[src/sv/rcri_pkg.sv]
// Shared types and codes for the reference-counted resource table.
`timescale 1ns / 1ps
package rcri_pkg;
    localparam int NUM_SLOTS = 8;
    localparam int SLOT_W = 3;
    localparam int CNT_W = 4;

    localparam logic [2:0] CMD_REGISTER = 3'd0;
    localparam logic [2:0] CMD_ADD      = 3'd1;
    localparam logic [2:0] CMD_RELEASE  = 3'd2;
    localparam logic [2:0] CMD_REFRESH  = 3'd3;
    localparam logic [2:0] CMD_CHECK    = 3'd4;

    localparam logic [1:0] ST_FREE    = 2'd0;
    localparam logic [1:0] ST_CREATED = 2'd1;
    localparam logic [1:0] ST_IDLE    = 2'd2;

    localparam logic [1:0] EV_NONE    = 2'd0;
    localparam logic [1:0] EV_CREATE  = 2'd1;
    localparam logic [1:0] EV_DESTROY = 2'd2;

    localparam logic [2:0] S_OK         = 3'd0;
    localparam logic [2:0] S_FULL       = 3'd1;
    localparam logic [2:0] S_UNREG      = 3'd2;
    localparam logic [2:0] S_NOREF      = 3'd3;
    localparam logic [2:0] S_BAD        = 3'd4;
    localparam logic [2:0] S_BADREFRESH = 3'd5;

    typedef struct packed {
        logic [2:0]        cmd;
        logic [SLOT_W-1:0] slot;
        logic [31:0]       timeout_ms;
        logic [31:0]       now_ms;
    } cmd_t;

    typedef struct packed {
        logic [SLOT_W-1:0] res_slot;
        logic [1:0]        event_res;
        logic [2:0]        status;
        logic              slot_free;
        logic              last;
    } res_t;
endpackage

[src/sv/refcount_resource_idle_release_core.sv]
// Top level of the reference-counted resource table with idle release.
`timescale 1ns / 1ps
// Usage: commands enter through a queue-style port. A beat is taken at a
// rising edge with push high and full low; it carries cmd, slot, timeout_ms
// and now_ms. Results leave through a second queue-style port: while empty
// is low the oldest result is on res_slot, event_res, status, slot_free and
// last, and it is taken at an edge with pop high.
// Every command but check gives one result beat. Check walks all slots, one
// per cycle, and gives one destroy beat per expired slot in ascending order,
// or one beat with no event; last marks the final beat of a command.
// A simple command's result passes through the command queue, the engine's
// result register and the result queue before it reaches the ports; a check
// first walks every slot and then sends its beats one after another. The
// single engine that owns the slot table takes no new command until the last
// beat of the current one has been handed to the result queue.
// A two-entry command queue lets the front keep accepting while the engine
// works, and a two-entry result queue decouples the consumer. When the
// consumer stalls the engine holds its beat and the command queue fills,
// then full rises. Reset clears all slots to free and the table to empty.
module refcount_resource_idle_release_core (
    input  logic        clk,
    input  logic        rst_n,
    input  logic        push,
    output logic        full,
    input  logic [2:0]  cmd,
    input  logic [2:0]  slot,
    input  logic [31:0] timeout_ms,
    input  logic [31:0] now_ms,
    output logic        empty,
    input  logic        pop,
    output logic [2:0]  res_slot,
    output logic [1:0]  event_res,
    output logic [2:0]  status,
    output logic        slot_free,
    output logic        last
);
    rcri_pkg::cmd_t in_beat, q_beat;
    rcri_pkg::res_t eng_res, out_res;
    logic q_empty, q_take, eng_valid, eng_take;

    assign in_beat = '{cmd: cmd, slot: slot, timeout_ms: timeout_ms, now_ms: now_ms};

    rcri_cmd_fifo u_cmdq (
        .clk(clk), .rst_n(rst_n), .wr_en(push), .wr_data(in_beat), .full(full),
        .rd_en(q_take), .rd_data(q_beat), .empty(q_empty)
    );

    rcri_engine u_eng (
        .clk(clk), .rst_n(rst_n), .cmd_valid(!q_empty), .cmd(q_beat),
        .cmd_take(q_take), .res_valid(eng_valid), .res(eng_res), .res_take(eng_take)
    );

    rcri_out_fifo u_outq (
        .clk(clk), .rst_n(rst_n), .in_valid(eng_valid), .in_data(eng_res),
        .in_take(eng_take), .pop(pop), .rd_data(out_res), .empty(empty)
    );

    assign res_slot  = out_res.res_slot;
    assign event_res = out_res.event_res;
    assign status    = out_res.status;
    assign slot_free = out_res.slot_free;
    assign last      = out_res.last;

    // A destroy event always reports the slot as free.
    assert property (@(posedge clk) disable iff (!rst_n)
        (!empty && event_res == rcri_pkg::EV_DESTROY) |-> slot_free)
        else $error("destroy beat without free slot");

    // A create event comes only with ok status.
    assert property (@(posedge clk) disable iff (!rst_n)
        (!empty && event_res == rcri_pkg::EV_CREATE) |-> (status == rcri_pkg::S_OK && !slot_free))
        else $error("create beat with bad status");

    // The engine takes no command while a result beat is pending.
    assert property (@(posedge clk) disable iff (!rst_n)
        eng_valid |-> !q_take)
        else $error("command taken during output");
endmodule

[src/sv/rcri_cmd_fifo.sv]
// Two-entry command queue between the front end and the execution engine.
`timescale 1ns / 1ps
module rcri_cmd_fifo (
    input  logic           clk,
    input  logic           rst_n,
    input  logic           wr_en,
    input  rcri_pkg::cmd_t wr_data,
    output logic           full,
    input  logic           rd_en,
    output rcri_pkg::cmd_t rd_data,
    output logic           empty
);
    rcri_pkg::cmd_t mem_reg [2];
    logic       wp_reg, rp_reg;
    logic [1:0] cnt_reg;

    assign full    = (cnt_reg == 2'd2);
    assign empty   = (cnt_reg == 2'd0);
    assign rd_data = mem_reg[rp_reg];

    always_ff @(posedge clk)
    begin
        if (wr_en && !full)
        begin
            mem_reg[wp_reg] <= wr_data;
        end
    end

    always_ff @(posedge clk or negedge rst_n)
    begin
        if (!rst_n)
        begin
            wp_reg  <= 1'b0;
            rp_reg  <= 1'b0;
            cnt_reg <= 2'd0;
        end
        else
        begin
            if (wr_en && !full)
            begin
                wp_reg <= ~wp_reg;
            end
            if (rd_en && !empty)
            begin
                rp_reg <= ~rp_reg;
            end
            cnt_reg <= cnt_reg + {1'b0, wr_en && !full} - {1'b0, rd_en && !empty};
        end
    end
endmodule

[src/sv/rcri_engine.sv]
// Execution engine: holds the slot table and runs one command at a time.
`timescale 1ns / 1ps
module rcri_engine (
    input  logic           clk,
    input  logic           rst_n,
    input  logic           cmd_valid,
    input  rcri_pkg::cmd_t cmd,
    output logic           cmd_take,
    output logic           res_valid,
    output rcri_pkg::res_t res,
    input  logic           res_take
);
    localparam logic [1:0] E_IDLE = 2'd0;
    localparam logic [1:0] E_SCAN = 2'd1;
    localparam logic [1:0] E_OUT  = 2'd2;
    localparam logic [1:0] E_PICK = 2'd3;

    logic [31:0] tmo_reg   [rcri_pkg::NUM_SLOTS];
    logic [31:0] stamp_reg [rcri_pkg::NUM_SLOTS];
    logic [15:0] ref_reg   [rcri_pkg::NUM_SLOTS];
    logic [1:0]  st_reg    [rcri_pkg::NUM_SLOTS];
    logic [rcri_pkg::CNT_W-1:0]     nreg_reg;
    logic [1:0]                     fsm_reg;
    logic [rcri_pkg::SLOT_W-1:0]    idx_reg;
    logic [31:0]                    now_reg;
    rcri_pkg::res_t                 res_reg;
    logic [rcri_pkg::NUM_SLOTS-1:0] mask_reg;

    logic [rcri_pkg::SLOT_W-1:0]    s;
    logic                           reg_ok;
    logic [31:0]                    elapsed;
    logic                           expire;
    logic                           scan_end;
    logic [15:0]                    rc;
    logic [1:0]                     sst;
    logic [rcri_pkg::SLOT_W-1:0]    pick_idx;
    logic [rcri_pkg::NUM_SLOTS-1:0] mask_rest;

    assign s        = cmd.slot;
    assign rc       = ref_reg[s];
    assign sst      = st_reg[s];
    assign reg_ok   = {1'b0, s} < nreg_reg;
    assign elapsed  = now_reg - stamp_reg[idx_reg];
    assign expire   = ({1'b0, idx_reg} < nreg_reg) && (st_reg[idx_reg] == rcri_pkg::ST_IDLE)
                      && (elapsed >= tmo_reg[idx_reg]);
    assign scan_end = ({1'b0, idx_reg} == rcri_pkg::CNT_W'(rcri_pkg::NUM_SLOTS - 1));
    assign cmd_take  = (fsm_reg == E_IDLE) && cmd_valid;
    assign res_valid = (fsm_reg == E_OUT);
    assign res       = res_reg;

    // Lowest expired slot still waiting to be reported, and the set left after it.
    always_comb
    begin
        pick_idx = '0;
        for (int i = rcri_pkg::NUM_SLOTS - 1; i >= 0; i--)
        begin
            if (mask_reg[i])
            begin
                pick_idx = rcri_pkg::SLOT_W'(i);
            end
        end
        mask_rest = mask_reg;
        mask_rest[pick_idx] = 1'b0;
    end

    always_ff @(posedge clk)
    begin
        if (cmd_take && cmd.cmd == rcri_pkg::CMD_REGISTER
            && nreg_reg < rcri_pkg::CNT_W'(rcri_pkg::NUM_SLOTS))
        begin
            tmo_reg[nreg_reg[rcri_pkg::SLOT_W-1:0]] <= cmd.timeout_ms;
        end
    end

    always_ff @(posedge clk or negedge rst_n)
    begin
        rcri_pkg::res_t beat;
        if (!rst_n)
        begin
            for (int i = 0; i < rcri_pkg::NUM_SLOTS; i++)
            begin
                stamp_reg[i] <= 32'd0;
                ref_reg[i]   <= 16'd0;
                st_reg[i]    <= rcri_pkg::ST_FREE;
            end
            nreg_reg <= '0;
            fsm_reg  <= E_IDLE;
            idx_reg  <= '0;
            now_reg  <= 32'd0;
            res_reg  <= '0;
            mask_reg <= '0;
        end
        else
        begin
            beat = res_reg;
            case (fsm_reg)
                E_IDLE:
                begin
                    if (cmd_valid)
                    begin
                        fsm_reg <= E_OUT;
                        beat = '{res_slot: s, event_res: rcri_pkg::EV_NONE,
                                 status: rcri_pkg::S_OK, slot_free: 1'b0, last: 1'b1};
                        case (cmd.cmd)
                            rcri_pkg::CMD_REGISTER:
                            begin
                                if (nreg_reg >= rcri_pkg::CNT_W'(rcri_pkg::NUM_SLOTS))
                                begin
                                    beat.res_slot = '0;
                                    beat.status   = rcri_pkg::S_FULL;
                                end
                                else
                                begin
                                    stamp_reg[nreg_reg[rcri_pkg::SLOT_W-1:0]] <= 32'd0;
                                    ref_reg[nreg_reg[rcri_pkg::SLOT_W-1:0]]   <= 16'd0;
                                    st_reg[nreg_reg[rcri_pkg::SLOT_W-1:0]]    <= rcri_pkg::ST_FREE;
                                    nreg_reg <= nreg_reg + 1'b1;
                                    beat.res_slot  = nreg_reg[rcri_pkg::SLOT_W-1:0];
                                    beat.slot_free = 1'b1;
                                end
                            end
                            rcri_pkg::CMD_ADD, rcri_pkg::CMD_RELEASE, rcri_pkg::CMD_REFRESH:
                            begin
                                if (!reg_ok)
                                begin
                                    beat.status    = rcri_pkg::S_UNREG;
                                    beat.slot_free = 1'b1;
                                end
                                else if (cmd.cmd == rcri_pkg::CMD_ADD)
                                begin
                                    beat.slot_free = (sst == rcri_pkg::ST_FREE);
                                    if (rc == 16'hFFFF)
                                    begin
                                        beat.status = rcri_pkg::S_BAD;
                                    end
                                    else if (rc != 16'd0)
                                    begin
                                        ref_reg[s] <= rc + 16'd1;
                                    end
                                    else if (sst == rcri_pkg::ST_FREE || sst == rcri_pkg::ST_IDLE)
                                    begin
                                        st_reg[s]  <= rcri_pkg::ST_CREATED;
                                        ref_reg[s] <= 16'd1;
                                        beat.slot_free = 1'b0;
                                        if (sst == rcri_pkg::ST_FREE)
                                        begin
                                            beat.event_res = rcri_pkg::EV_CREATE;
                                        end
                                    end
                                    else
                                    begin
                                        beat.status = rcri_pkg::S_BAD;
                                    end
                                end
                                else if (cmd.cmd == rcri_pkg::CMD_RELEASE)
                                begin
                                    beat.slot_free = (sst == rcri_pkg::ST_FREE);
                                    if (rc == 16'd0)
                                    begin
                                        beat.status = rcri_pkg::S_NOREF;
                                    end
                                    else
                                    begin
                                        ref_reg[s] <= rc - 16'd1;
                                        if (rc == 16'd1)
                                        begin
                                            if (tmo_reg[s] == 32'd0)
                                            begin
                                                st_reg[s] <= rcri_pkg::ST_FREE;
                                                beat.event_res = rcri_pkg::EV_DESTROY;
                                                beat.slot_free = 1'b1;
                                            end
                                            else
                                            begin
                                                stamp_reg[s] <= cmd.now_ms;
                                                st_reg[s]    <= rcri_pkg::ST_IDLE;
                                                beat.slot_free = 1'b0;
                                            end
                                        end
                                    end
                                end
                                else
                                begin
                                    beat.slot_free = (sst == rcri_pkg::ST_FREE);
                                    if (tmo_reg[s] == 32'd0 && sst == rcri_pkg::ST_IDLE)
                                    begin
                                        beat.status = rcri_pkg::S_BADREFRESH;
                                    end
                                    else
                                    begin
                                        stamp_reg[s] <= cmd.now_ms;
                                    end
                                end
                            end
                            rcri_pkg::CMD_CHECK:
                            begin
                                fsm_reg  <= E_SCAN;
                                idx_reg  <= '0;
                                mask_reg <= '0;
                                now_reg  <= cmd.now_ms;
                            end
                            default:
                            begin
                                beat.res_slot = '0;
                                beat.status   = rcri_pkg::S_BAD;
                            end
                        endcase
                    end
                end
                E_SCAN:
                begin
                    // One slot per cycle; expired slots are freed and marked, and
                    // their beats go out once the walk is over so that the final
                    // destroy beat can carry last.
                    if (expire)
                    begin
                        st_reg[idx_reg]   <= rcri_pkg::ST_FREE;
                        mask_reg[idx_reg] <= 1'b1;
                    end
                    if (scan_end)
                    begin
                        fsm_reg <= E_PICK;
                    end
                    else
                    begin
                        idx_reg <= idx_reg + 1'b1;
                    end
                end
                E_PICK:
                begin
                    fsm_reg <= E_OUT;
                    if (mask_reg == '0)
                    begin
                        beat = '{res_slot: '0, event_res: rcri_pkg::EV_NONE,
                                 status: rcri_pkg::S_OK, slot_free: 1'b0, last: 1'b1};
                    end
                    else
                    begin
                        beat = '{res_slot: pick_idx, event_res: rcri_pkg::EV_DESTROY,
                                 status: rcri_pkg::S_OK, slot_free: 1'b1,
                                 last: (mask_rest == '0)};
                        mask_reg <= mask_rest;
                    end
                end
                E_OUT:
                begin
                    if (res_take)
                    begin
                        if (res_reg.last)
                        begin
                            fsm_reg <= E_IDLE;
                        end
                        else
                        begin
                            fsm_reg <= E_PICK;
                        end
                    end
                end
                default:
                begin
                    fsm_reg <= E_IDLE;
                end
            endcase
            res_reg <= beat;
        end
    end
endmodule

[src/sv/rcri_out_fifo.sv]
// Two-entry result queue that presents beats to the consumer.
`timescale 1ns / 1ps
module rcri_out_fifo (
    input  logic           clk,
    input  logic           rst_n,
    input  logic           in_valid,
    input  rcri_pkg::res_t in_data,
    output logic           in_take,
    input  logic           pop,
    output rcri_pkg::res_t rd_data,
    output logic           empty
);
    rcri_pkg::res_t mem_reg [2];
    logic       wp_reg, rp_reg;
    logic [1:0] cnt_reg;
    logic       wr;

    assign in_take = in_valid && (cnt_reg != 2'd2);
    assign wr      = in_take;
    assign empty   = (cnt_reg == 2'd0);
    assign rd_data = mem_reg[rp_reg];

    always_ff @(posedge clk)
    begin
        if (wr)
        begin
            mem_reg[wp_reg] <= in_data;
        end
    end

    always_ff @(posedge clk or negedge rst_n)
    begin
        if (!rst_n)
        begin
            wp_reg  <= 1'b0;
            rp_reg  <= 1'b0;
            cnt_reg <= 2'd0;
        end
        else
        begin
            if (wr)
            begin
                wp_reg <= ~wp_reg;
            end
            if (pop && !empty)
            begin
                rp_reg <= ~rp_reg;
            end
            cnt_reg <= cnt_reg + {1'b0, wr} - {1'b0, pop && !empty};
        end
    end
endmodule
[config.mk]
export PLATFORM = sky130hd
export DESIGN_NAME = refcount_resource_idle_release_core
export DESIGN_NICKNAME = d
export VERILOG_FILES = /design/src/sv/rcri_pkg.sv /design/src/sv/refcount_resource_idle_release_core.sv /design/src/sv/rcri_cmd_fifo.sv /design/src/sv/rcri_engine.sv /design/src/sv/rcri_out_fifo.sv
export SDC_FILE = /design/constraint.sdc
export NUM_CORES = 2
export LEC_CHECK = 0
export ABC_CLOCK_PERIOD_IN_PS = 5950
export BUFFER_PORTS_ARGS = -buffer_cell sky130_fd_sc_hd__buf_4
export CAP_MARGIN = 10
export CORE_MARGIN = 2
export CORE_UTILIZATION = 57
export CTS_BUF_LIST = sky130_fd_sc_hd__clkbuf_8 sky130_fd_sc_hd__clkbuf_16
export DETAILED_ROUTE_END_ITERATION = 8
export PLACE_DENSITY = 0.76
export SYNTH_ARGS = -nofsm -noshare
export SYNTH_HDL_FRONTEND = slang
export SYNTH_SLANG_ARGS = --single-unit
[constraint.sdc]
create_clock -name clk -period 5.95 [get_ports clk]
set_input_delay 1.19 -clock clk [delete_from_list [all_inputs] [get_ports clk]]
set_output_delay 1.19 -clock clk [all_outputs]
set_load 0.1 [all_outputs]
Word level (Yosys, flattened, before mapping). Memory sizes are Yosys's and may differ from the RTL's. Index checks and enable logic that the tools add are counted.

Add/sub/neg operators: 9. Multipliers: 0. Divide/modulo/power cells: 0. Magnitude comparators: 15. Equality and inequality tests: 41. Shift operators: 0. Muxes and demuxes: 125. Bitwise gates (word level): 31. Reductions and logical operators: 44.

Operator list (count): 2-to-1 mux 256 bit (8); 2-to-1 mux 128 bit (8); one-hot mux 256 bit (2 select lines) (1); AND 256 bit (1); bitwise mux 128 bit (2); bitwise mux 256 bit (1); 2-to-1 mux 16 bit (16); inverter 256 bit (1); one-hot mux 128 bit (2 select lines) (1); demux 32 bit (select 3 bit) (2); AND 128 bit (1); 2-to-1 mux 32 bit (4); inverter 128 bit (1); AND 120 bit (1); inverter 120 bit (1); binary-select mux 32 bit (select 3 bit) (1); demux 16 bit (select 3 bit) (2); one-hot mux 16 bit (2 select lines) (2); AND 16 bit (3); binary-select mux 16 bit (select 3 bit) (1); inverter 16 bit (3); 2-to-1 mux 3 bit (15); 2-to-1 mux 2 bit (21); greater-or-equal comparator 32 bit (1); 65 further kinds (167).

Bits in registers: 467. Latch bits: 0. Memory bits (writable): 416. Memory bits (read-only): 0. Input bits: 74. Output and inout bits: 12. Memories kept: 3.

Memories: u_eng.tmo_reg (depth 8, bits a word 32, read ports 2, clocked after Yosys merged registers in 0, wr ports 1, line rcri_engine.sv:18) `logic [31:0] tmo_reg [rcri_pkg::NUM_SLOTS];`; u_cmdq.mem_reg (depth 2, bits a word 70, read ports 1, clocked after Yosys merged registers in 0, wr ports 1, line rcri_cmd_fifo.sv:13) `rcri_pkg::cmd_t mem_reg [2];`; u_outq.mem_reg (depth 2, bits a word 10, read ports 1, clocked after Yosys merged registers in 0, wr ports 1, line rcri_out_fifo.sv:13) `rcri_pkg::res_t mem_reg [2];`.

Logic depth before layout (Yosys ltp).
Word-level depth: 17. Mapped depth: 31.

Modules after synthesis. Synthesis repeated with hierarchy kept, for this count alone.

Cell total of the unflattened synthesis: 3429. Area total of the unflattened synthesis: 41788.8 µm².

Modules (own cells, without submodules): rcri_engine (times used 1, cells an instance 3141, area an instance 35256.3 µm²); rcri_cmd_fifo (times used 1, cells an instance 236, area an instance 5600.4 µm²); rcri_out_fifo (times used 1, cells an instance 51, area an instance 928.4 µm²); refcount_resource_idle_release_core (times used 1, cells an instance 1, area an instance 3.8 µm²).

Least setup slack after synthesis. No wires, ideal clock.

Kind: flip-flop to flip-flop. From: register u_eng.idx_reg[2] (netlist bit). To: register (tool-made name). Arrival time: 6416 ps. Path slack: -533 ps. Stages on the path, launching flop included: 32. Period minus slack after synthesis: 6483 ps. Cells stage by stage: dfrtp_1 -> clkbuf_1 -> nor3b_1 -> clkbuf_1 -> clkbuf_1 -> buf_1 -> a22oi_1 -> nand4_1 -> ha_1 -> inv_1 -> fa_1 -> a21o_1 -> a21o_1 -> a2111oi_0 -> o31a_1 -> o21bai_1 -> a21oi_1 -> o21ai_0 -> a21o_1 -> a21oi_1 -> xnor2_1 -> ha_1 -> a21o_1 -> a21oi_1 -> nor2b_1 -> o211ai_1 -> a31oi_1 -> a211o_1 -> a211oi_1 -> nor2_1 -> o211ai_1 -> a22o_1.

RTL lines: from (decl) (line rcri_engine.sv:24) `logic [rcri_pkg::SLOT_W-1:0] idx_reg;`; from (signal assigned) (line rcri_engine.sv:226) `idx_reg <= idx_reg + 1'b1;`.

Final worst setup path.
From: register u_eng.idx_reg[0] (netlist bit). To: register u_eng.mask_reg[1] (netlist bit).

Longest elaborated chain between the ends: 9.

RTL lines: inverter 3 -> 4 bit (implied by the code) (line rcri_engine.sv:43, rcri_engine.sv:44); binary-select mux 32 bit (select 3 bit) / binary-select mux 2 bit (select 3 bit) (equally long branches) (line rcri_engine.sv:43, rcri_engine.sv:44); 2-to-1 mux 32 bit (implied by the code) / 2-to-1 mux 2 bit (equally long branches) (2 in a row) (line rcri_engine.sv:43, rcri_engine.sv:44); subtractor 32 bit / == test 2 bit (equally long branches) (line rcri_engine.sv:43, rcri_engine.sv:44); greater-or-equal comparator 32 bit / logical AND 1 bit (equally long branches) (line rcri_engine.sv:45, rcri_engine.sv:44); logical AND 1 bit (line rcri_engine.sv:45) `&& (elapsed >= tmo_reg[idx_reg]);`; inequality test 2 x 1 -> 1 bit (no source line); AND reduction 5 bit (no source line); to (signal assigned) (line rcri_engine.sv:242) `mask_reg <= mask_rest;`; to (decl) (line rcri_engine.sv:27) `logic [rcri_pkg::NUM_SLOTS-1:0] mask_reg;`.

Parallel ways exist; a longest one is shown, timed or not. The select of a mux whose other input is x is not followed. A chain may end at the register's enable or synchronous reset.

==> results.sh <==
export IMPL_drcViolationCount=1
export IMPL_antenna_found_initial=1
export IMPL_synth_top_area_share_pct=30.96
export IMPL_ys_types=83
export IMPL_numCtsBuffers=90
export IMPL_clock_sinks=883
export IMPL_slew_violations=0
export IMPL_layout_cells_most_common="dfrtp_1"
export IMPL_synth_edff_count=416
export IMPL_place_area_um2=43070
export IMPL_syn_area_um2=40340
export IMPL_drtAntennaViolNets=0
export IMPL_holdPathStages=0
export IMPL_drive_gt1_share_pct=16.73
export IMPL_rsz0062_at_grt="yes"
export IMPL_switching_power_uw=12580
export IMPL_clkPwrFrac_pct=20.1
export IMPL_synthesis_nets=3355
export IMPL_avgRoutedWirePerCell_um=30.72
export IMPL_gp_congestion=1.003
export IMPL_hold_viol_final=0
export IMPL_grt_max_degree=121
export IMPL_nFillCells=5036
export IMPL_fin_nets=3536
export IMPL_critPathMaxFanout=8
export IMPL_ctsHoldBuffers=0
export IMPL_die_w_um=270.0
export IMPL_reg2reg_from="u_eng.idx_reg[0]$_DFFE_PN0P_"
export IMPL_cts_tree="yes"
export IMPL_p_int_uw=16890
export IMPL_setup_ws_ps=162.6
export IMPL_hpwl_um=86750
export IMPL_yosys_area_top_type="edfxtp_1"
export IMPL_post_route_period_util_pct=97.27
export IMPL_port_buffers=85
export IMPL_outcome="finished with violations"
export IMPL_rrSetupSlack_ps=160
export IMPL_cp_required_ps=6520
export IMPL_power_frac_comb_pct=48.0
export IMPL_area_delta_synth_final_pct=15.35
export IMPL_p_per_area_nw_per_um2=633.2
export IMPL_pre_cts_ws_ps=-267.6
export IMPL_mostFrequentLayoutCells="dfrtp_1 (463), edfxtp_1 (416), o2bb2ai_1 (336)"
export IMPL_num_rows=97
export IMPL_final_setup_viol_count=0
export IMPL_die_area_um2=72920
export IMPL_die_height_um=270.0
export IMPL_worst_r2r_endpoint="u_eng.mask_reg[1]$_DFFE_PN0P_"
export IMPL_cp_arrival_ps=6360
export IMPL_cts_buffer_depth=3
export IMPL_netlist_top_cells_area="edfxtp_1 (31%), dfrtp_1 (29%), o2bb2ai_1 (7.3%)"
export IMPL_vias_per_cell=7.285
export IMPL_start_util_pct=57.61
export IMPL_violations="DRC"
export IMPL_ys_flop_type="dfrtp_1"
export IMPL_clk_latency_ps=690
export IMPL_min_period_ps=5787
export IMPL_grt_pass1_wl_um=202500
export IMPL_cp_start_kind="flop"
export IMPL_core_um2=70030
export IMPL_timing_slew_headroom_pct=12.77
export IMPL_maxClockFrequency_ghz=0.1728
export IMPL_power_uw=29470
export IMPL_p_seq_share_pct=32.0
export IMPL_synth_area_per_cell_um2=12.60
export IMPL_path_clk_slew_ps=60
export IMPL_rr_worst_depth=24
export IMPL_grt_use_total_pct=36.59
export IMPL_cap_violations=0
export IMPL_cts_root_buffer="clkbuf_16"
export IMPL_async_flop_share_pct=52.89
export IMPL_dr_first_iter_drc_count=5017
export IMPL_drt_pass1_iterations=9
export IMPL_netlist_instances=3201
export IMPL_vias=32060
export IMPL_critical_path_class="reg -> reg"
export IMPL_grt_pass1_vias=32240
export IMPL_routed_wl_um=135200
export IMPL_hp_class="reg -> reg"
export IMPL_setup_worst_path_end="u_eng.mask_reg[1]$_DFFE_PN0P_"
export IMPL_ioPinCount=86
export IMPL_p_leak_uw=0.01782
export IMPL_ys_ff_latch=883
export IMPL_design_area_um2=46540
export IMPL_switching_share_pct=42.70
export IMPL_critical_path_startpoint="u_eng.idx_reg[0]$_DFFE_PN0P_"
export IMPL_ys_warnings_count=0
export IMPL_ys_seq_area_share_pct=59.93
export IMPL_skew_ps=48.33
export IMPL_vdd_drop_max_uv=385.9
export IMPL_crit_path_end_kind="flop"
export IMPL_grt_ovfl_total=0
export IMPL_worstMarginPinSlew_ps=1304
export IMPL_htreeDepth=3
## worst min path at each step
stage,from,endpoint,slack [ps]
detailed placement,u_eng.res[1]$_DFFE_PN0P_,u_outq.mem_reg[1][1]$_DFFE_PP_,470
CTS,u_eng.res[1]$_DFFE_PN0P_,u_outq.mem_reg[1][1]$_DFFE_PP_,480
finish,u_eng.res[1]$_DFFE_PN0P_,u_outq.mem_reg[1][1]$_DFFE_PP_,480
floorplan,u_eng.res[1]$_DFFE_PN0P_,u_outq.mem_reg[0][1]$_DFFE_PP_,440
global route,u_eng.stamp_reg[133]$_DFFE_PN0P_,u_eng.stamp_reg[133]$_DFFE_PN0P_,500
global placement,u_eng.ref_reg[89]$_DFFE_PN0P_,u_eng.ref_reg[89]$_DFFE_PN0P_,460
## cell usage after synthesis (9+ instances only)
library cell,instances
dfrtp_1,467
edfxtp_1,416
o2bb2ai_1,336
nand2_1,211
a22oi_1,181
clkbuf_1,165
o21ai_0,124
nor2_1,111
a22o_1,87
a21oi_1,84
ha_1,79
nor4_1,75
and3_1,73
a221oi_1,70
a222oi_1,62
mux2i_1,59
xnor2_1,49
mux2_2,47
nor3_1,47
a21o_1,43
nand3_1,43
inv_1,40
nand4_1,34
buf_1,23
buf_2,18
xor2_1,15
nor2b_1,14
o211ai_1,14
a31oi_1,13
a211oi_1,12
o22ai_1,12
a32o_1,11
and2_1,10
nand3b_1,10
or2_2,10
nand2b_1,9
## power by group through the flow
stage | combinational [uW] | clock, uW | sequential [uW]
after global placement | 13000 | 0 | 9380
after CTS | 13500 | 5950 | 9350
after global routing | 15000 | 6200 | 9530
final | 14100 | 5910 | 9420
after floorplan | 8730 | 0 | 8980
after detailed placement | 13400 | 0 | 9430
## worst max-delay path: stages (launching register included)
cell and delay (ps):
dfrtp_2 480, nor3b_4 200, buf_6 160, buf_12 130
buf_4 190, a22o_1 230, a221oi_1 450, and3_1 250
ha_1 260, a21o_1 170, a211o_1 290, a211o_1 310
buf_4 170, a21o_1 180, a21oi_1 170, xnor2_1 80
ha_1 300, nand4_1 100, or2_2 310, nor3_2 170
a211o_1 230, a211oi_4 130, a21oi_1 280, a21boi_0 130
a211o_1 280
## final cells by class
| type | count | area (um2) | share of cell area, % |
|---|---|---|---|
| flip-flops and latches | 883 | 24190 | 51.97 |
| multi-input cells | 2063 | 15420 | 33.13 |
| clock buffers | 105 | 2470 | 5.307 |
| repair buffers | 301 | 2436 | 5.235 |
| well taps | 940 | 1176 | 2.527 |
| clock inverters | 65 | 685.7 | 1.473 |
| inverters | 43 | 163.9 | 0.3522 |
| diodes | 1 | 2.502 | 0.005377 |
## metrics by stage
step | setup TNS [ps] | cells | hold slack, ps | utilization, %
after floorplan | 0 | 3201 | 437.1 | -
after global placement | -545.1 | 4214 | 460.1 | 61.50
after detailed placement | -2696 | 4215 | 468.2 | 61.51
after CTS | 0 | 4389 | 484.4 | 66.10
after global routing | -508.3 | 4400 | 502.9 | 66.45
final | 0 | 4401 | 483.0 | 66.46
## routing by layer
metal | GRT usage, % | vias to the layer above | wire length [um] | share of wire (%)
met3 | 9.033 | 554 | 14530 | 11
met2 | 56.66 | 2344 | 61870 | 46
li1 | - | 13220 | - | -
met5 | 0 | - | 0 | 0
met1 | 46.98 | 15950 | 49830 | 37
met4 | 21.74 | 0 | 8987 | 6.6
## cell families (layout without fill, tap and decap cells)
| group | after synthesis | after routing | share of synthesized area, % |
|---|---|---|---|
| adder cells (fa/ha/maj) | 80 | 80 | 2.500 |
| multiplexers | 115 | 115 | 3.216 |
| AO/OA/AOI/OAI | 1130 | 1130 | 21.98 |
| AND/OR/NAND/NOR | 674 | 674 | 8.445 |
| flip-flops | 883 | 883 | 59.93 |
| XOR/XNOR | 64 | 64 | 1.389 |
| other | 0 | 1 | 0 |
| buffers and inverters | 255 | 514 | 2.537 |
## repair_timing
action	CTS	global route
hold endpoints to repair	0	0
cloned	0	1
resized for setup	8	38
buffers inserted	4	9
setup endpoints to repair	18	24
pin swaps	2	30
(Power assumes the default switching activity.)
